File: src/sv/gdc_pkg.sv
// ----------------------------------------------------------------------------
// gdc_pkg: shared types, constants and microcode for the glyph charmap block
// Holds the control-word layout, the sequencer program, the status group
// and the row conversion helper.
// ----------------------------------------------------------------------------
package gdc_pkg;

  // Defaults for the top-level parameters
  localparam int MAX_GLYPHS_DEF = 256;
  localparam int MAX_ROWS_DEF   = 16;

  // Port and register widths fixed by the field layout
  localparam int PIX_W      = 64;
  localparam int ROW_W      = 8;
  localparam int GH_W       = 5;
  localparam int ATTR_W     = 8;
  localparam int CFG_W      = 8;
  localparam int CFG_ADDR_W = 1;
  localparam int CHAR_W     = 16;
  localparam int USER_W     = 2;

  // Register indexes
  localparam logic [CFG_ADDR_W-1:0] CFG_GLYPH_HEIGHT = 1'd0;
  localparam logic [CFG_ADDR_W-1:0] CFG_ATTRIBUTE    = 1'd1;

  localparam logic [GH_W-1:0]   GH_RESET   = 5'd16;
  localparam logic [ATTR_W-1:0] ATTR_RESET = 8'd248;

  // Result flag positions in tuser
  localparam int USER_NEW  = 0;
  localparam int USER_FULL = 1;

  // Datapath operations
  typedef enum logic [2:0] {
    OP_NOP,
    OP_IDLE,
    OP_INC_R,
    OP_INC_G,
    OP_WR,
    OP_EMIT_FOUND,
    OP_EMIT_NEW,
    OP_EMIT_FULL
  } op_t;

  // Jump conditions
  typedef enum logic [2:0] {
    C_ALWAYS,
    C_NOT_GO,
    C_G_END,
    C_MISMATCH,
    C_NOT_LAST,
    C_FULL,
    C_NOT_ROW_END
  } cond_t;

  localparam int UPC_W = 4;
  typedef logic [UPC_W-1:0] upc_t;

  // Microprogram step addresses
  localparam upc_t U_IDLE   = 4'd0;
  localparam upc_t U_ISSUE  = 4'd1;
  localparam upc_t U_CMP    = 4'd2;
  localparam upc_t U_ROW_OK = 4'd3;
  localparam upc_t U_FOUND  = 4'd4;
  localparam upc_t U_NEXT_G = 4'd5;
  localparam upc_t U_STORE  = 4'd6;
  localparam upc_t U_WRITE  = 4'd7;
  localparam upc_t U_NEW    = 4'd8;
  localparam upc_t U_FULL   = 4'd9;

  typedef struct packed {
    op_t   op;
    cond_t cond;
    logic  wait_out;   // hold this step while the output word is occupied
    upc_t  target;
  } uword_t;

  // Sequencer to datapath
  typedef struct packed {
    op_t  op;
    logic idle;
  } ctrl_t;

  // Datapath to sequencer
  typedef struct packed {
    logic go;          // last row of a cell accepted
    logic g_end;       // glyph counter reached the stored count
    logic mismatch;    // stored row differs from the cell row
    logic last_row;    // row counter at the last row of the cell
    logic full;        // no free table entry
    logic row_end;     // row counter at the last buffer row
    logic out_busy;    // output word still waiting
  } status_t;

  // Control store
  function automatic uword_t ucode(upc_t a);
    uword_t w;
    case (a)
      U_IDLE:   w = '{op: OP_IDLE,       cond: C_NOT_GO,      wait_out: 1'b0, target: U_IDLE};
      U_ISSUE:  w = '{op: OP_NOP,        cond: C_G_END,       wait_out: 1'b0, target: U_STORE};
      U_CMP:    w = '{op: OP_NOP,        cond: C_MISMATCH,    wait_out: 1'b0, target: U_NEXT_G};
      U_ROW_OK: w = '{op: OP_INC_R,      cond: C_NOT_LAST,    wait_out: 1'b0, target: U_ISSUE};
      U_FOUND:  w = '{op: OP_EMIT_FOUND, cond: C_ALWAYS,      wait_out: 1'b1, target: U_IDLE};
      U_NEXT_G: w = '{op: OP_INC_G,      cond: C_ALWAYS,      wait_out: 1'b0, target: U_ISSUE};
      U_STORE:  w = '{op: OP_NOP,        cond: C_FULL,        wait_out: 1'b0, target: U_FULL};
      U_WRITE:  w = '{op: OP_WR,         cond: C_NOT_ROW_END, wait_out: 1'b0, target: U_WRITE};
      U_NEW:    w = '{op: OP_EMIT_NEW,   cond: C_ALWAYS,      wait_out: 1'b1, target: U_IDLE};
      U_FULL:   w = '{op: OP_EMIT_FULL,  cond: C_ALWAYS,      wait_out: 1'b1, target: U_IDLE};
      default:  w = '{op: OP_NOP,        cond: C_ALWAYS,      wait_out: 1'b0, target: U_IDLE};
    endcase
    return w;
  endfunction

  // Zero pixel byte -> set bit, pixel 0 in the MSB
  function automatic logic [ROW_W-1:0] row_from_pixels(logic [PIX_W-1:0] px);
    logic [ROW_W-1:0] r;
    r = '0;
    for (int i = 0; i < 8; i++) begin
      r[7-i] = (px[8*i +: 8] == 8'h00);
    end
    return r;
  endfunction

endpackage

File: src/sv/gdc_useq.sv
// ----------------------------------------------------------------------------
// gdc_useq: microcode sequencer
// Step counter over the control store, one conditional jump per word,
// and a hold on result steps while the output word is occupied.
// ----------------------------------------------------------------------------
module gdc_useq (
  input  logic              clk,
  input  logic              rst_n,
  input  gdc_pkg::status_t  status,
  output gdc_pkg::ctrl_t    ctrl
);

  gdc_pkg::upc_t   upc_r, upc_nxt;
  gdc_pkg::uword_t uw;
  logic            take;
  logic            stall;

  assign uw = gdc_pkg::ucode(upc_r);

  // Condition select
  always_comb begin
    case (uw.cond)
      gdc_pkg::C_ALWAYS:      take = 1'b1;
      gdc_pkg::C_NOT_GO:      take = !status.go;
      gdc_pkg::C_G_END:       take = status.g_end;
      gdc_pkg::C_MISMATCH:    take = status.mismatch;
      gdc_pkg::C_NOT_LAST:    take = !status.last_row;
      gdc_pkg::C_FULL:        take = status.full;
      gdc_pkg::C_NOT_ROW_END: take = !status.row_end;
      default:                take = 1'b0;
    endcase
  end

  assign stall = uw.wait_out && status.out_busy;

  // Next step
  always_comb begin
    if (stall) begin
      upc_nxt = upc_r;
    end else if (take) begin
      upc_nxt = uw.target;
    end else begin
      upc_nxt = upc_r + 1'b1;
    end
  end

  always_ff @(posedge clk) begin
    if (!rst_n) begin
      upc_r <= gdc_pkg::U_IDLE;
    end else begin
      upc_r <= upc_nxt;
    end
  end

  assign ctrl.op   = stall ? gdc_pkg::OP_NOP : uw.op;
  assign ctrl.idle = (upc_r == gdc_pkg::U_IDLE);

endmodule

File: config.mk
export PLATFORM = sky130hd
export DESIGN_NAME = gdc_useq
export DESIGN_NICKNAME = d
export VERILOG_FILES = /design/src/sv/gdc_pkg.sv /design/src/sv/gdc_useq.sv
export SDC_FILE = /design/constraint.sdc
export NUM_CORES = 1
export LEC_CHECK = 0
export ABC_AREA = 1
export BUFFER_PORTS_ARGS = -buffer_cell sky130_fd_sc_hd__buf_2
export CORE_ASPECT_RATIO = 0.9
export CORE_UTILIZATION = 40
export DETAILED_ROUTE_END_ITERATION = 7
export SLEW_MARGIN = 25
export SYNTH_ARGS = -nofsm -noshare
export SYNTH_HDL_FRONTEND = slang
export SYNTH_SLANG_ARGS = --single-unit
File: constraint.sdc
create_clock -name clk -period 4.8 [get_ports clk]
set_input_delay 0.48 -clock clk [delete_from_list [all_inputs] [get_ports clk]]
set_output_delay 0.48 -clock clk [all_outputs]
set_load 0.02 [all_outputs]
# Word level (Yosys, flattened, before mapping)
# Memories as Yosys holds them, arrays and structs flattened. A register that Yosys moved wholly into a read port is not among the register bits.
# Index checks and enable logic that the tools add are counted.
dict set report classes {
  add_sub_neg 1
  n_eq_ne 6
  mux 5
  n_reduce_logical 6
}
# cell count
set ops {}
lappend ops {{$mux W4} 3}
lappend ops {{$eq A3 B3 Y1 const B} 3}
lappend ops {{$pmux W1 S7} 1}
lappend ops {{$eq A3 B2 Y1 const B} 2}
lappend ops {{$add A4 B1 Y4 const B} 1}
lappend ops {{$logic_not A4 Y1} 1}
lappend ops {{$eq A3 B1 Y1 const B} 1}
lappend ops {{$logic_not A1 Y1} 3}
lappend ops {{$logic_not A3 Y1} 1}
lappend ops {{$mux W3} 1}
lappend ops {{$logic_and A1 B1 Y1} 1}
dict set report word_totals {
  reg_bits 4
  romBits 176
  out_inout_bits 4
  elab_cells 20
  n_memories 1
}
# memory depth word_bits rd rd_ports_with_merged_regs write_ports line_no
set mem_list {}
lappend mem_list {{(no name shown)} 16 11 1 1 0 gdc_pkg.sv:98} ;# case (a)

# Depth between registers and ports, before layout
# Gate-level depths: netlist (run 1).
dict set report depth {
  ltp_word 5
  ltp_mapped 16
  mapped_depth_nobuf 16
}

# Worst setup path after synthesis (run 1)
# No wires, ideal clock.
dict set report synth_timing {
  path_type {input to register}
  start {input status[1] in the netlist's numbering}
  end {register uw[9] (netlist name)}
  setup_ps 113
  arrival_ps 1685
  setup_slack_ps 3002
  cell_stages 16
  path_buffers 0
  cell_sequence {inv_1 nand2_2 nand2_2 nand2_1 nand2_2 nor2_4 nand2_1 o21ai_0 nand2_1 nand2_1 inv_1 ha_1 nand3_1 nand2_1 nand2_1 nand2_1}
}
dict set report synth_via {
  elab_chain_len 5
}
# element line_no
set synth_lines {}
lappend synth_lines {{start, declared} gdc_useq.sv:9} ;# input gdc_pkg::status_t status,
lappend synth_lines {{$logic_not A1 Y1} gdc_useq.sv:29} ;# gdc_pkg::C_NOT_ROW_END: take = !status.row_end;
lappend synth_lines {{$pmux W1 S7} gdc_useq.sv:22} ;# case (uw.cond)
lappend synth_lines {{$mux W4} gdc_useq.sv:40} ;# end else if (take) begin
lappend synth_lines {{$mux W4 (no source line) (2 in a row)} n/a}
# Every way passes these cells.
# A chain may end at the register's enable or synchronous reset.

# Final worst setup path (run 1)
dict set report layout_timing {
  start {register uw[5] (netlist name)}
  end {register uw[9] (netlist name)}
}
dict set report layout_via {
  elab_chain_len 5
}
# element line_no
set layout_lines {}
lappend layout_lines {{$eq A3 B3 Y1, or another cell as far along} gdc_useq.sv:22}
lappend layout_lines {{$pmux W1 S7 (*)} gdc_useq.sv:22}
lappend layout_lines {{$mux W4 (*)} gdc_useq.sv:40}
lappend layout_lines {{$mux W4 (no source line) (*) (2 in a row)} n/a}
# Mark *: on every way between the ends. The rest lies on a longest branch, timed or not.

==> flow_metrics.tcl, run 1 <==
set metrics [dict create \
    cts-root-buf "clkbuf_4" \
    holdBufCountCts 0 \
    p_leak_nw 0.575 \
    gr-usage-all-layers 0.164 \
    tightest_slew_ps 357 \
    cts_setup_buffers 0 \
    grt_overflow 0 \
    required_ps 4980 \
    cts_buffers 3 \
    design.portCount 13 \
    num_rows 15 \
    antenna_cells 0 \
    end_kind "register" \
    peakVddDrop_v 0.000311 \
    routabilityCongestion 0.796 \
    synth.net_count 137 \
    status "complete, no violations" \
    crit_type "register to register" \
    tns_ps 0 \
    grt_pass1_wl_mm 2.95 \
    final_cells 162 \
    wl_mm 1.62 \
    grt_max_degree 10 \
    synth_cells 121 \
    synth_area_sq_um 896 \
    yosysSeqAreaShare 0.313 \
    hold_path_class "input pin to register" \
    fin_crit_ps 1890 \
    io_buffer_count 12 \
    grt_pass1_vias 726 \
    post_drt_wl_per_cell_microns 10.0 \
    post-route-period-util 0.394 \
    antenna_found_initial 0 \
    vias_per_cell 4.65 \
    synth_seq_cells 14 \
    cts_tree "yes" \
    final-max-slew-violation-count 0 \
    die_area_sq_um 2430 \
    cts_max_path_buffers 2 \
    drtAntennaViolNets 0 \
    die_y_microns 46.9 \
    fmax_mhz 529 \
    worst_setup_path_start_kind "register" \
    setup_viol 0 \
    cts_resized 0 \
    layout-drive-gt1-share 0.336 \
    area_delta_synth_final_pct 14.2 \
    dp_hpwl_mm 1.40 \
    path_clk_slew_ps 80 \
    place_inst 158 \
    syn_avg_cell_area_sq_um 7.40 \
    rsz0062_at_grt "false" \
    first_iter_violations 15 \
    cp_data_arrival_time_ps 2070 \
    worstSkewPairLatency_ps 270 \
    r2r_slack_ps 2910 \
    max_cap_violations 0 \
    htreeDepth 1 \
    hold_violations 0 \
    final_nets 154 \
    core_area_sq_um 2010 \
    remaining_drc_errors 0 \
    yosysUniqueCellTypes 23 \
    relSlewSlack 0.760 \
    die_w_microns 51.9 \
    power_density_nw_per_um2 627 \
    drt-pass1-iter-count 4 \
    start_util 0.446 \
    finClkSkew_ps 2.81 \
    fillers 198 \
    layout_commonest_cell "nand2_1" \
    most-common-layout-cells "24 x nand2_1, 15 x inv_1, 14 x dfxtp_1" \
    via_count 753 \
    yosysWarnings 0 \
    clock-sinks 14 \
    crit_fanout 6 \
]
logic make-up (layout without fill, tap and decap cells):
family,Yosys count,in the layout,share of synthesized area
DFF,14,14,0.313
xor gates and xnor gates,2,2,0.0196
and+or+nand+nor,70,70,0.425
buffers and inverters,20,36,0.0894
AOI/OAI and AO/OA,8,8,0.0559
adders and majority gates,7,7,0.0978
sequential cells by signal, summed over array words and instances (netlist names):
signal / cells
upc_r: 4
uw: 10
critical path, stage by stage, from the launching register on:
cell and delay (ps):
dfxtp_1 390, inv_2 70, nand2_1 60, nand3_1 80, nor2b_4 150, nor2_4 140
nand2_1 60, o21ai_0 70, nand2_1 60, nand2_1 160, inv_1 90, ha_1 210
nand3_1 90, nand2_1 50, nand2_1 60, nand2_1 50
layer usage:
| layer | vias up | global-route usage | routed length (microns) |
|---|---|---|---|
| li1 | 404 | - | - |
| met5 | - | 0 | 0 |
| met3 | 5 | 0.0194 | 27 |
| met1 | 335 | 0.216 | 799 |
| met4 | 0 | 0.0811 | 31 |
| met2 | 9 | 0.269 | 765 |
Yosys cell counts:
library cell  number  area, sq um
nor2b_4            1         13.8
nand2_4            1         11.3
a21oi_2            1         8.76
nor2_4             2         22.5
ha_1               7         87.6
inv_2              3         11.3
dfxtp_1           14          280
nand3_4            1         17.5
nand2_1           24         90.1
o21bai_2           1         11.3
o21ai_0            2         10.0
nor2_2             3         18.8
nor2_1            10         37.5
inv_4              2         12.5
a21oi_1            4         20.0
xnor2_1            1         8.76
nand3_2            2         20.0
xor2_1             1         8.76
nand3_1           12         60.1
nand2_2           12         75.1
inv_1             15         56.3
nor3b_1            1         7.51
or2_2              1         6.26
per-stage QoR:
stage | power [mW] | instance area (sq um) | hold WS (ps) | utilization | setup WS [ps]
detailed placement | 0.566 | 987 | 668 | 0.492 | 2760
CTS | 0.651 | 1020 | 564 | 0.510 | 2890
global route | 0.710 | 1020 | 570 | 0.510 | 2700
floorplan | 0.485 | 896 | 602 | - | 3000
finish | 0.642 | 1020 | 573 | 0.510 | 2910
global placement | 0.560 | 987 | 669 | 0.492 | 2790
final cells by class:
type,count,area (sq um),share of cell area
flip-flops and latches,14,280,0.274
repair buffers,12,60.1,0.0587
multi-input cells,87,536,0.523
clock buffers,4,36.3,0.0355
well taps,25,31.3,0.0306
inverters,20,80.1,0.0782
report_power, final:
group          switching (mW)  internal, mW
Combinational           0.238         0.136
Sequential             0.0262         0.160
Clock                  0.0355        0.0461
Total                   0.300         0.342
path summary, 6_finish.rpt:
path	from	endpoint	depth (start not counted)
worst min-delay path	rst_n	upc_r[3]$_SDFFE_PN0N_	3
worst max-delay path	uw[5]$_SDFF_PP0_	uw[9]$_DFF_P_	15
worst max register to register	uw[5]$_SDFF_PP0_	uw[9]$_DFF_P_	15
worst min register to register	uw[0]$_SDFF_PP0_	upc_r[0]$_SDFFE_PN0N_	4
(Power assumes the default switching activity.)
==> inputs of run 2 (changes only) <==
clock period = 1.6 ns   (was 4.8 ns; I/O delays follow)
==> run 2 against run 1 <==
Compared with the run above:
- fmax up 12%
- largest power group unchanged
- the flow now finishes with violations (negative setup slack)
- sequential power increased to 3.1 times the previous value
- die area unchanged
- first-iteration DRC count rose by 20%
- total power grew to 3.9 times the previous value
- count of clock-buffer cells in the layout did not move
- utilization rose by 12 points
==> flow_metrics.tcl, run 2 (same netlist as run 1, synthesis figures left out) <==
set metrics [dict create \
    final_nets 170 \
    dp_hpwl_mm 1.53 \
    fin_ws_ps -87.2 \
    hold_path_class "input pin to register" \
    wl_mm 2.09 \
    max_cap_violations 0 \
    status "finished with violations" \
    first_iter_violations 18 \
    regArea_sq_um 288 \
    clock-sinks 14 \
    grt_max_degree 10 \
    io_buffer_count 12 \
    cts_buffers 3 \
    p_leak_nw 0.666 \
    grt_overflow 0 \
    crit_type "register to register" \
    cts_max_path_buffers 2 \
    area_delta_synth_final_pct 41.2 \
    power.internal_mw 1.36 \
    pwr-share-seq 0.231 \
    power_density_nw_per_um2 1980 \
    clkPwrFrac 0.100 \
    drt-pass1-iter-count 4 \
    die_area_sq_um 2430 \
    most-common-layout-cells "20 x nand2_1, 15 x buf_4, 14 x inv_1, 14 x nand2_2" \
    required_ps 1790 \
    fin_crit_ps 1690 \
    postPlaceCellArea_sq_um 1100 \
    worst_setup_path_start_kind "register" \
    layout-drive-gt1-share 0.516 \
    r2r_slack_ps -90 \
    num_rows 15 \
    largest_register_ffs 10 \
    hold_violations 0 \
    setup_viol 7 \
    path_clk_slew_ps 90 \
    worstSkewPairLatency_ps 280 \
    antenna_found_initial 0 \
    post-route-period-util 1.05 \
    remaining_drc_errors 0 \
    grt_pass1_vias 767 \
    violations "negative setup slack" \
    post_drt_wl_per_cell_microns 11.7 \
    rsz0062_at_grt "true" \
    tightest_slew_ps 442 \
    finClkSkew_ps 7.62 \
    routabilityCongestion 0.786 \
    via_count 832 \
    gr-usage-all-layers 0.183 \
    p_comb_frac 0.669 \
    die_w_microns 51.9 \
    place_inst 172 \
    die_y_microns 46.9 \
    design.portCount 13 \
    start_util 0.446 \
    switching_share 0.458 \
    multiInputGateArea_sq_um 649 \
    fillers 186 \
    htreeDepth 1 \
    holdBufCountCts 0 \
    end_kind "register" \
    cts-root-buf "clkbuf_4" \
    p_sw_mw 1.15 \
    relSlewSlack 0.704 \
    drtAntennaViolNets 0 \
    final_cells 178 \
    core_area_sq_um 2010 \
    vias_per_cell 4.67 \
    final_area_sq_um 1260 \
    antenna_cells 0 \
    fmax_mhz 593 \
    cts_tree "yes" \
    crit_fanout 4 \
    grt_pass1_wl_mm 3.28 \
    peakVddDrop_v 0.00108 \
    cp_data_arrival_time_ps 1870 \
    final-max-slew-violation-count 0 \
    layout_commonest_cell "nand2_1" \
]
[run 2: worst paths after layout]
kind	from	end	depth (start not counted)
worst max-delay path	uw[5]$_SDFF_PP0_	uw[9]$_DFF_P_	15
worst min-delay path	rst_n	upc_r[3]$_SDFFE_PN0N_	3
worst max register to register	uw[5]$_SDFF_PP0_	uw[9]$_DFF_P_	15
worst min register to register	uw[4]$_DFF_P_	upc_r[1]$_SDFFE_PN0N_	4
[run 2: repair_timing]
item	in CTS	in global routing
gates cloned	0	1
buffers inserted	1	0
gates resized for setup	10	16
setup endpoints to repair	8	11
pin swaps	6	8
[run 2: cell type report]
cell class              instances  share of cell area
multi-input cells              88               0.513
clock buffers                   4              0.0287
well taps                      25              0.0247
inverters                      20              0.0692
flip-flops and latches         14               0.227
repair buffers                 27               0.136
[run 2: power groups by stage]
| stage | Clock (mW) | Sequential (mW) | Combinational [mW] |
|---|---|---|---|
| floorplan | 0 | 0.550 | 0.924 |
| global placement | 0 | 0.556 | 1.38 |
| detailed placement | 0 | 0.561 | 1.40 |
| CTS | 0.257 | 0.555 | 1.51 |
| global route | 0.273 | 0.595 | 1.86 |
| finish | 0.251 | 0.578 | 1.68 |
[run 2: per-stage QoR]
step / setup TNS (ps) / worst slack, ps / util / hold WS [ps] / power [mW]
6_report: -334 / -87.2 / 0.630 / 280 / 2.51
5_1_grt: -1810 / -241 / 0.630 / 288 / 2.73
4_1_cts: -276 / -85.2 / 0.593 / 255 / 2.32
3_5_place_dp: -588 / -137 / 0.548 / 552 / 1.96
3_3_place_gp: -423 / -90.7 / 0.548 / 555 / 1.94
2_1_floorplan: -6.29 / -6.29 / - / 359 / 1.47
[run 2: worst max-delay path: stages (launching register included)]
cell	delay, ps
dfxtp_4	380
inv_4	40
nand2_2	50
nand3_2	60
nor2b_4	140
nor2_4	150
nand2_1	70
o21ai_1	70
nand2_1	100
nand2_4	110
inv_4	60
ha_4	170
nand2_4	60
nand2_1	50
nand2_1	50
nand2_1	50
[run 2: layer usage]
metal  share of wire  global-route usage
met1            0.44               0.238
met2            0.53               0.326
met3           0.023              0.0194
met4          0.0057              0.0486
met5               0                   0
