==> src/sv/gdc_pkg.sv <==
// ----------------------------------------------------------------------------
// gdc_pkg: shared types, constants and microcode for the glyph charmap block
// Holds the control-word layout, the sequencer program, the status group
// and the row conversion helper.
// ----------------------------------------------------------------------------
package gdc_pkg;

  // Defaults for the top-level parameters
  localparam int MAX_GLYPHS_DEF = 256;
  localparam int MAX_ROWS_DEF   = 16;

  // Port and register widths fixed by the field layout
  localparam int PIX_W      = 64;
  localparam int ROW_W      = 8;
  localparam int GH_W       = 5;
  localparam int ATTR_W     = 8;
  localparam int CFG_W      = 8;
  localparam int CFG_ADDR_W = 1;
  localparam int CHAR_W     = 16;
  localparam int USER_W     = 2;

  // Register indexes
  localparam logic [CFG_ADDR_W-1:0] CFG_GLYPH_HEIGHT = 1'd0;
  localparam logic [CFG_ADDR_W-1:0] CFG_ATTRIBUTE    = 1'd1;

  localparam logic [GH_W-1:0]   GH_RESET   = 5'd16;
  localparam logic [ATTR_W-1:0] ATTR_RESET = 8'd248;

  // Result flag positions in tuser
  localparam int USER_NEW  = 0;
  localparam int USER_FULL = 1;

  // Datapath operations
  typedef enum logic [2:0] {
    OP_NOP,
    OP_IDLE,
    OP_INC_R,
    OP_INC_G,
    OP_WR,
    OP_EMIT_FOUND,
    OP_EMIT_NEW,
    OP_EMIT_FULL
  } op_t;

  // Jump conditions
  typedef enum logic [2:0] {
    C_ALWAYS,
    C_NOT_GO,
    C_G_END,
    C_MISMATCH,
    C_NOT_LAST,
    C_FULL,
    C_NOT_ROW_END
  } cond_t;

  localparam int UPC_W = 4;
  typedef logic [UPC_W-1:0] upc_t;

  // Microprogram step addresses
  localparam upc_t U_IDLE   = 4'd0;
  localparam upc_t U_ISSUE  = 4'd1;
  localparam upc_t U_CMP    = 4'd2;
  localparam upc_t U_ROW_OK = 4'd3;
  localparam upc_t U_FOUND  = 4'd4;
  localparam upc_t U_NEXT_G = 4'd5;
  localparam upc_t U_STORE  = 4'd6;
  localparam upc_t U_WRITE  = 4'd7;
  localparam upc_t U_NEW    = 4'd8;
  localparam upc_t U_FULL   = 4'd9;

  typedef struct packed {
    op_t   op;
    cond_t cond;
    logic  wait_out;   // hold this step while the output word is occupied
    upc_t  target;
  } uword_t;

  // Sequencer to datapath
  typedef struct packed {
    op_t  op;
    logic idle;
  } ctrl_t;

  // Datapath to sequencer
  typedef struct packed {
    logic go;          // last row of a cell accepted
    logic g_end;       // glyph counter reached the stored count
    logic mismatch;    // stored row differs from the cell row
    logic last_row;    // row counter at the last row of the cell
    logic full;        // no free table entry
    logic row_end;     // row counter at the last buffer row
    logic out_busy;    // output word still waiting
  } status_t;

  // Control store
  function automatic uword_t ucode(upc_t a);
    uword_t w;
    case (a)
      U_IDLE:   w = '{op: OP_IDLE,       cond: C_NOT_GO,      wait_out: 1'b0, target: U_IDLE};
      U_ISSUE:  w = '{op: OP_NOP,        cond: C_G_END,       wait_out: 1'b0, target: U_STORE};
      U_CMP:    w = '{op: OP_NOP,        cond: C_MISMATCH,    wait_out: 1'b0, target: U_NEXT_G};
      U_ROW_OK: w = '{op: OP_INC_R,      cond: C_NOT_LAST,    wait_out: 1'b0, target: U_ISSUE};
      U_FOUND:  w = '{op: OP_EMIT_FOUND, cond: C_ALWAYS,      wait_out: 1'b1, target: U_IDLE};
      U_NEXT_G: w = '{op: OP_INC_G,      cond: C_ALWAYS,      wait_out: 1'b0, target: U_ISSUE};
      U_STORE:  w = '{op: OP_NOP,        cond: C_FULL,        wait_out: 1'b0, target: U_FULL};
      U_WRITE:  w = '{op: OP_WR,         cond: C_NOT_ROW_END, wait_out: 1'b0, target: U_WRITE};
      U_NEW:    w = '{op: OP_EMIT_NEW,   cond: C_ALWAYS,      wait_out: 1'b1, target: U_IDLE};
      U_FULL:   w = '{op: OP_EMIT_FULL,  cond: C_ALWAYS,      wait_out: 1'b1, target: U_IDLE};
      default:  w = '{op: OP_NOP,        cond: C_ALWAYS,      wait_out: 1'b0, target: U_IDLE};
    endcase
    return w;
  endfunction

  // Zero pixel byte -> set bit, pixel 0 in the MSB
  function automatic logic [ROW_W-1:0] row_from_pixels(logic [PIX_W-1:0] px);
    logic [ROW_W-1:0] r;
    r = '0;
    for (int i = 0; i < 8; i++) begin
      r[7-i] = (px[8*i +: 8] == 8'h00);
    end
    return r;
  endfunction

endpackage

==> src/sv/gdc_dpath.sv <==
// ----------------------------------------------------------------------------
// gdc_dpath: glyph charmap datapath
// Row intake and cell buffer, glyph and row counters, compare against the
// glyph store, table fill and the output word register.
// ----------------------------------------------------------------------------
module gdc_dpath #(
  parameter int MAX_GLYPHS = gdc_pkg::MAX_GLYPHS_DEF,
  parameter int MAX_ROWS   = gdc_pkg::MAX_ROWS_DEF
) (
  input  logic                              clk,
  input  logic                              rst_n,
  input  gdc_pkg::ctrl_t                    ctrl,
  output gdc_pkg::status_t                  status,
  input  logic [$clog2(MAX_ROWS+1)-1:0]     h_eff,
  input  logic [gdc_pkg::ATTR_W-1:0]        attr,
  // input rows
  input  logic                              in_tvalid,
  output logic                              in_tready,
  input  logic [gdc_pkg::PIX_W-1:0]         in_tdata,
  // results
  output logic                              out_tvalid,
  input  logic                              out_tready,
  output logic [gdc_pkg::CHAR_W-1:0]        out_tdata,
  output logic [gdc_pkg::USER_W-1:0]        out_tuser,
  // glyph store
  output logic                              ram_we,
  output logic [$clog2(MAX_GLYPHS)+$clog2(MAX_ROWS)-1:0] ram_waddr,
  output logic [gdc_pkg::ROW_W-1:0]         ram_wdata,
  output logic [$clog2(MAX_GLYPHS)+$clog2(MAX_ROWS)-1:0] ram_raddr,
  input  logic [gdc_pkg::ROW_W-1:0]         ram_rdata
);

  localparam int HW = $clog2(MAX_ROWS + 1);
  localparam int RW = $clog2(MAX_ROWS);
  localparam int GW = $clog2(MAX_GLYPHS + 1);
  localparam int GI = $clog2(MAX_GLYPHS);

  logic [gdc_pkg::ROW_W-1:0] buf_r [MAX_ROWS];
  logic [HW-1:0]             rpos_r, rpos_nxt;
  logic [GW-1:0]             g_r, g_nxt;
  logic [RW-1:0]             r_r, r_nxt;
  logic [GW-1:0]             cnt_r, cnt_nxt;
  logic                      out_valid_r, out_valid_nxt;
  logic [gdc_pkg::CHAR_W-1:0] out_data_r, out_data_nxt;
  logic [gdc_pkg::USER_W-1:0] out_user_r, out_user_nxt;

  logic                      in_fire;
  logic                      cell_done;
  logic [HW:0]               rpos_inc;
  logic [gdc_pkg::ROW_W-1:0] cell_row;
  logic                      row_in_cell;

  // Row intake
  assign in_tready = ctrl.idle;
  assign in_fire   = in_tvalid && in_tready;
  assign rpos_inc  = {1'b0, rpos_r} + 1'b1;
  assign cell_done = (rpos_inc >= {1'b0, h_eff});

  always_comb begin
    rpos_nxt = rpos_r;
    if (in_fire) begin
      rpos_nxt = cell_done ? '0 : rpos_inc[HW-1:0];
    end
  end

  always_ff @(posedge clk) begin
    if (in_fire && (int'(rpos_r) < MAX_ROWS)) begin
      buf_r[rpos_r[RW-1:0]] <= gdc_pkg::row_from_pixels(in_tdata);
    end
  end

  // Row of the cell under the row counter; rows past the height are stored as zero
  assign cell_row    = buf_r[r_r];
  assign row_in_cell = (HW'(r_r) < h_eff);

  // Glyph store access
  assign ram_raddr = {g_r[GI-1:0], r_r};
  assign ram_waddr = {cnt_r[GI-1:0], r_r};
  assign ram_wdata = row_in_cell ? cell_row : '0;
  assign ram_we    = (ctrl.op == gdc_pkg::OP_WR);

  // Counters and output word
  always_comb begin
    g_nxt         = g_r;
    r_nxt         = r_r;
    cnt_nxt       = cnt_r;
    out_valid_nxt = out_valid_r && !out_tready;
    out_data_nxt  = out_data_r;
    out_user_nxt  = out_user_r;
    case (ctrl.op)
      gdc_pkg::OP_IDLE: begin
        g_nxt = '0;
        r_nxt = '0;
      end
      gdc_pkg::OP_INC_R: begin
        r_nxt = r_r + 1'b1;
      end
      gdc_pkg::OP_INC_G: begin
        g_nxt = g_r + 1'b1;
        r_nxt = '0;
      end
      gdc_pkg::OP_WR: begin
        r_nxt = status.row_end ? '0 : r_r + 1'b1;
      end
      gdc_pkg::OP_EMIT_FOUND: begin
        out_valid_nxt = 1'b1;
        out_data_nxt  = {attr, ~8'(g_r)};
        out_user_nxt  = '0;
      end
      gdc_pkg::OP_EMIT_NEW: begin
        out_valid_nxt = 1'b1;
        out_data_nxt  = {attr, ~8'(cnt_r)};
        out_user_nxt  = '0;
        out_user_nxt[gdc_pkg::USER_NEW] = 1'b1;
        cnt_nxt       = cnt_r + 1'b1;
      end
      gdc_pkg::OP_EMIT_FULL: begin
        out_valid_nxt = 1'b1;
        out_data_nxt  = {attr, 8'h00};
        out_user_nxt  = '0;
        out_user_nxt[gdc_pkg::USER_FULL] = 1'b1;
      end
      default: begin
      end
    endcase
  end

  always_ff @(posedge clk) begin
    if (!rst_n) begin
      rpos_r      <= '0;
      g_r         <= '0;
      r_r         <= '0;
      cnt_r       <= '0;
      out_valid_r <= 1'b0;
    end else begin
      rpos_r      <= rpos_nxt;
      g_r         <= g_nxt;
      r_r         <= r_nxt;
      cnt_r       <= cnt_nxt;
      out_valid_r <= out_valid_nxt;
    end
  end

  always_ff @(posedge clk) begin
    out_data_r <= out_data_nxt;
    out_user_r <= out_user_nxt;
  end

  // Status back to the sequencer
  assign status.go       = in_fire && cell_done;
  assign status.g_end    = (g_r == cnt_r);
  assign status.mismatch = (ram_rdata != cell_row);
  assign status.last_row = ((HW'(r_r) + 1'b1) == h_eff);
  assign status.full     = (int'(cnt_r) == MAX_GLYPHS);
  assign status.row_end  = (r_r == RW'(MAX_ROWS - 1));
  assign status.out_busy = out_valid_r && !out_tready;

  assign out_tvalid = out_valid_r;
  assign out_tdata  = out_data_r;
  assign out_tuser  = out_user_r;

endmodule

==> config.mk <==
export PLATFORM = sky130hd
export DESIGN_NAME = gdc_dpath
export DESIGN_NICKNAME = d
export VERILOG_FILES = /design/src/sv/gdc_pkg.sv /design/src/sv/gdc_dpath.sv
export SDC_FILE = /design/constraint.sdc
export NUM_CORES = 1
export LEC_CHECK = 0
export BUFFER_PORTS_ARGS = -buffer_cell sky130_fd_sc_hd__buf_2
export CORE_MARGIN = 3
export CORE_UTILIZATION = 60
export CTS_CLUSTER_DIAMETER = 200
export CTS_CLUSTER_SIZE = 14
export DETAILED_ROUTE_END_ITERATION = 12
export PLACE_DENSITY = 0.93
export SETUP_SLACK_MARGIN = 0.02
export SLEW_MARGIN = 0
export SYNTH_ARGS = -nofsm -noshare
export SYNTH_HDL_FRONTEND = slang
export SYNTH_SLANG_ARGS = --single-unit
==> constraint.sdc <==
create_clock -name clk -period 3.42 [get_ports clk]
set_clock_uncertainty 0.1 [all_clocks]
set_input_delay 0.342 -clock clk [delete_from_list [all_inputs] [get_ports clk]]
set_output_delay 0.342 -clock clk [all_outputs]
set_load 0.005 [all_outputs]
-- Word level (Yosys, flattened, before mapping)
Memories as Yosys holds them, arrays and structs flattened. A register that Yosys moved wholly into a read port is not among the register bits.
Cells that the tools add are included.
- flip-flop bits (word level): 46
- latch bits: 0
- bits in writable memories: 128
- memory bits (read-only): 0
- input bits: 93
- output and inout bits: 60
- word-level logic and storage cells: 60
- memories: 1
- add/subtract/negate cells: 5
- multipliers: 0
- div/mod/pow operators: 0
- $lt $le $gt $ge: 3
- eq/ne operators: 12
- shifts and indexed selects: 0
- mux-type cells: 12
- bitwise operators: 2
- reductions and logical operators: 18
- memory list (name ; words ; width ; read ports ; clocked after memory_dff ; wr ports ; RTL line ; source):
    buf_r ; 16 ; 8 ; 1 ; 1 ; 1 ; gdc_dpath.sv:38 ; logic [gdc_pkg::ROW_W-1:0] buf_r [MAX_ROWS];
- operators with widths (operator ; count):
    $logic_not 8->1 ; 8
    $pmux 16 s3 ; 1
    $add 9x1->9 const B ; 2
    $pmux 9 s2 ; 1
    $not 8->8 ; 2
    $eq 3x3->1 const B ; 4
    $mux 4 ; 3
    $pmux 4 s3 ; 1
    $eq 9x9->1 ; 1
    $eq 9x9->1 const B ; 1
    $mux 8 ; 1
    $ne 8x8->1 ; 1
    $add 5x1->6 const B ; 1
    $eq 3x2->1 const B ; 2
    $ge 6x5->1 ; 1
    $pmux 2 s3 ; 1
    $reduce_bool 3->1 ; 2
    $add 4x1->5 const B ; 1
    $eq 5x5->1 ; 1
    $lt 4x5->1 ; 1
    $lt 5x5->1 const B ; 1
    $mux 5 ; 1
    $add 4x1->4 const B ; 1
    $eq 4x4->1 const B ; 1
    other kinds (7) ; 12

-- Longest topological paths before layout
- depth in word-level cells: 5
- mapped depth: 9
- mapped depth without buffers: 8

-- Least setup slack after synthesis
OpenSTA, ideal clock, no wires.
- path kind: reg2out
- start point: reg rpos_r[0]
- end point: out status[6] in the netlist's numbering
- data arrival time: 1.829 ns
- data required time: 2.978 ns
- path slack: 1.149 ns
- stages on the path, launching flop included: 9
- buffers on the path: 0
- path through: dfxtp_1 inv_1 ha_1 ha_1 a21o_1 a21o_1 a21oi_1 o21ai_0 and2_1
- RTL lines (element ; RTL line ; source):
    from (decl) ; gdc_dpath.sv:39 ; logic [HW-1:0] rpos_r, rpos_nxt;
    from (signal assigned) ; gdc_dpath.sv:136 ; rpos_r <= rpos_nxt;
    to (decl) ; gdc_dpath.sv:13 ; output gdc_pkg::status_t status,

-- Final worst setup path
- start point: reg r_r[1]
- end point: out ram_wdata[5] in the netlist's numbering
- word-level cells in the longest chain between the ends: 2
- ends and longest elaborated chain (element ; RTL line ; source):
    from (decl) ; gdc_dpath.sv:41 ; logic [RW-1:0] r_r, r_nxt;
    from (signal assigned) ; gdc_dpath.sv:138 ; r_r <= r_nxt;
    $lt 4x5->1 ; gdc_dpath.sv:74 ; assign row_in_cell = (HW'(r_r) < h_eff);
    $mux 8 ; gdc_dpath.sv:79 ; assign ram_wdata = row_in_cell ? cell_row : '0;
    to (decl) ; gdc_dpath.sv:28 ; output logic [gdc_pkg::ROW_W-1:0] ram_wdata,
No other way between the ends.

==> impl_metrics.ini <==
[sta]
max-slew-margin-rel = 0.238
max_freq_mhz = 298
hold_violations = 0
rsz_0062_raised_after_global_routing = no
post-route-min-period_ns = 3.36
post-route-period-util = 0.982
setup_total_negative_slack_ns = 0
whs_ns = 0.149
tightestPinTransition_ns = 1.14
timing.final.ws_setup_ns = 0.0631
setup-violations-final = 0
finalMaxSlewViolations = 0

[layout]
antenna-diode-count = 0
flow.area_growth_from_synthesis_pct = 18.0
final_cell_count_no_fill = 902
post_route_cells_drive_above_1_share = 0.310
layout_commonest_cell = sky130_fd_sc_hd__buf_2
num-fill-cells = 738
nNetsFinal = 827
final_cell_mix = sky130_fd_sc_hd__buf_2 (152), sky130_fd_sc_hd__edfxtp_1 (146), sky130_fd_sc_hd__nor2_1 (53), sky130_fd_sc_hd__mux2i_1 (32), sky130_fd_sc_hd__dfxtp_1 (29)

[placed_design]
dpl.hpwl_um = 12800
placed_cells_incl_taps = 862
place.gp.congestion = 0.874
io_buffer_count = 152
dp_slack_ns = 0.407

[drt]
route.detailed.drc = 0
met2WireLength_um = 10400
wl_um = 20500
drtPass1Iterations = 6
post_drt_via_cell_ratio = 6.21
dr.max_layer_used = met4
ant_nets = 0
m1WireLength_um = 7060
vias = 5602
first_iter_violations = 600
met3_wire_length_um = 2010
detail_route.wl_per_cell_um = 22.7

[pwr]
powerDensity_mw_per_mm2 = 481
power.net_switching_uw = 972
cellInternalPower_mw = 3.60
power.clock.fraction = 0.416
share_seq_of_total_power = 0.519
p_leak_nw = 3.41
comb_power_share = 0.065
irDropWorstVdd_mv = 0.341
power.share.switching = 0.212

[synthesis]
synthArstFlopShare = 0
synth_seq_cells = 178
total_of_warnings_raised_by_yosys = 0
synth_cells = 574
synthesis.nets = 684
netlist-cell-type-count = 44
synth_flop_cell = sky130_fd_sc_hd__edfxtp_1
mappedNetlistArea_mm2 = 0.00806
synth-seq-area-share = 0.623
synth_enable_flop_cells = 146
postSynthAreaPerCell_um2 = 14.0

[grt]
grt_overflow_total = 0
wire_length_of_the_first_global_routing_pass_um = 30400
number_of_global_route_vias_before_repair = 5466
grt_start_max_net_pins = 25
antenna_found_initial = 0
globalRouteTotalUtil = 0.279

[floorplan]
initial_core_util = 0.626
die_h_um = 122
die_area_mm2 = 0.0149
die_width_um = 122
core_region_area_mm2 = 0.0129
rows = 41
io_pins = 153

[critical_path]
worst_case_register_to_register_setup_slack_ns = 0.94
critPathTopFamily = simple AND/OR/NAND/NOR gates
worstPathCellList = ha_1, nor2b_1, o21ai_0, nand2b_1, a21oi_1, nor2_1, nor2b_1, buf_2
critPathMaxStageDelay_ns = 0.54
slowest_stage = sky130_fd_sc_hd__dfxtp_1
critPathCaptureType = output pin
worst_path_most_repeated_cell = sky130_fd_sc_hd__nor2b_1
crit_start = r_r[1]
critical_path_peak_fanout = 8
critical_path.n_buffers_inverters = 1
arrival_ns = 2.91
setup.worst_path.start_class = flop
critPathKind = reg2out
critical_path_required_ns = 2.98
worst_r2r_startpoint = r_r[1]

[clock_network]
insertion_delay_ns = 0.44
clk_pin_slew_worst_paths_ns = 0.07
tritoncts_clock_tree = yes
cts-root-to-sink-buffers = 2
cts.htree.levels = 4
cts-buffers-inserted = 17
cts_root_buf = sky130_fd_sc_hd__clkbuf_16
cts_sinks = 178

[job]
timing.max_cap.violations = 0

[worst_hold_path]
min_path_type = in2reg
worstHoldStart = out_tready

[status]
run_status = complete, no violations
## cell usage after synthesis, types with 2 or more instances
cell type	count	area [um^2]
sky130_fd_sc_hd__edfxtp_1	146	4380
sky130_fd_sc_hd__or3_1	2	12.5
sky130_fd_sc_hd__and3_1	6	37.5
sky130_fd_sc_hd__a21oi_1	19	95.1
sky130_fd_sc_hd__xnor2_1	22	193
sky130_fd_sc_hd__clkbuf_1	15	56.3
sky130_fd_sc_hd__a31oi_1	2	12.5
sky130_fd_sc_hd__nand2b_1	7	43.8
sky130_fd_sc_hd__and2_1	10	62.6
sky130_fd_sc_hd__nor4_1	5	31.3
sky130_fd_sc_hd__a21o_1	3	22.5
sky130_fd_sc_hd__xor2_1	19	166
sky130_fd_sc_hd__buf_6	2	22.5
sky130_fd_sc_hd__buf_4	24	180
sky130_fd_sc_hd__mux4_2	28	631
sky130_fd_sc_hd__o21a_1	5	37.5
sky130_fd_sc_hd__nor2b_1	14	87.6
sky130_fd_sc_hd__nand3_1	10	50.1
sky130_fd_sc_hd__mux2i_1	32	320
sky130_fd_sc_hd__or4_1	17	128
sky130_fd_sc_hd__nor3_1	6	30.0
sky130_fd_sc_hd__nor2_1	53	199
sky130_fd_sc_hd__dfxtp_1	32	641
sky130_fd_sc_hd__nand2_1	24	90.1
sky130_fd_sc_hd__buf_2	5	25.0
sky130_fd_sc_hd__inv_1	11	41.3
sky130_fd_sc_hd__o21ai_0	14	70.1
sky130_fd_sc_hd__a21boi_0	5	37.5
sky130_fd_sc_hd__ha_1	17	213
sky130_fd_sc_hd__nand4_1	5	31.3
## worst paths after layout
path | end | cells after the start
max | ram_wdata[5] | 8
min | out_tvalid | 3
max reg2reg | flop | 7
min reg2reg | g_r[8] | 2
## per-layer routing
metal / vias up / GRT usage
met5: - / 0
met4: 0 / 0.144
met3: 87 / 0.0655
met2: 418 / 0.465
met1: 2686 / 0.342
li1: 2411 / -
## sequential cells by signal, indices dropped and copies added, names as in the netlist, named ones only
signal	cells
g_r	9
buf_r	128
rpos_r	5
out_tdata	16
out_tuser	2
r_r	4
cnt_r	9
out_tvalid	1
## timing repair
action                                  4_1_cts  5_1_grt
hold endpoints to repair                      8        0
resized for setup                             1        3
buffers inserted                              0        0
hold buffers                                  8        0
endpoints found under the setup margin        1        1
## cell families (layout without fill, tap and decap cells)
logic type | after synthesis | in the layout | share of synthesized area
buffers and inverters | 58 | 214 | 0.0408
xor gates and xnor gates | 41 | 41 | 0.0446
muxes | 61 | 61 | 0.119
and+or+nand+nor | 163 | 163 | 0.103
adders and majority gates | 17 | 17 | 0.0264
DFF | 178 | 178 | 0.623
AOI/OAI and AO/OA | 56 | 56 | 0.0422
## power by group through the flow
stage / Combinational (mW) / Sequential [mW] / Clock, mW
2_1_floorplan: 0.151 / 2.41 / 0
6_report: 0.297 / 2.37 / 1.90
3_3_place_gp: 0.258 / 2.42 / 0
4_1_cts: 0.291 / 2.37 / 1.91
3_5_place_dp: 0.277 / 2.42 / 0
5_1_grt: 0.319 / 2.38 / 1.99
## per-stage QoR
stage / util / area (um^2) / power [mW]
2_1_floorplan: - / 8060 / 2.56
5_1_grt: 0.739 / 9510 / 4.69
3_5_place_dp: 0.687 / 8850 / 2.70
6_report: 0.739 / 9510 / 4.57
4_1_cts: 0.738 / 9500 / 4.57
3_3_place_gp: 0.687 / 8850 / 2.67
## tightest hold or removal path: cells and delay by family
| kind | cells | cell delay, ns |
|---|---|---|
| compound gates | 1 | 0.17 |
| buf+inv | 1 | 0.07 |
| simple gates | 1 | 0.04 |
## cell type report
class | instances | area (um^2) | area share
clock buffers | 22 | 464 | 0.0488
clock inverters | 10 | 110 | 0.0116
inverters | 12 | 45.0 | 0.00474
multi-input cells | 338 | 2710 | 0.285
flip-flops and latches | 178 | 5030 | 0.529
well taps | 172 | 215 | 0.0226
repair buffers | 170 | 932 | 0.0980
Power figures use the tool's default switching activity.
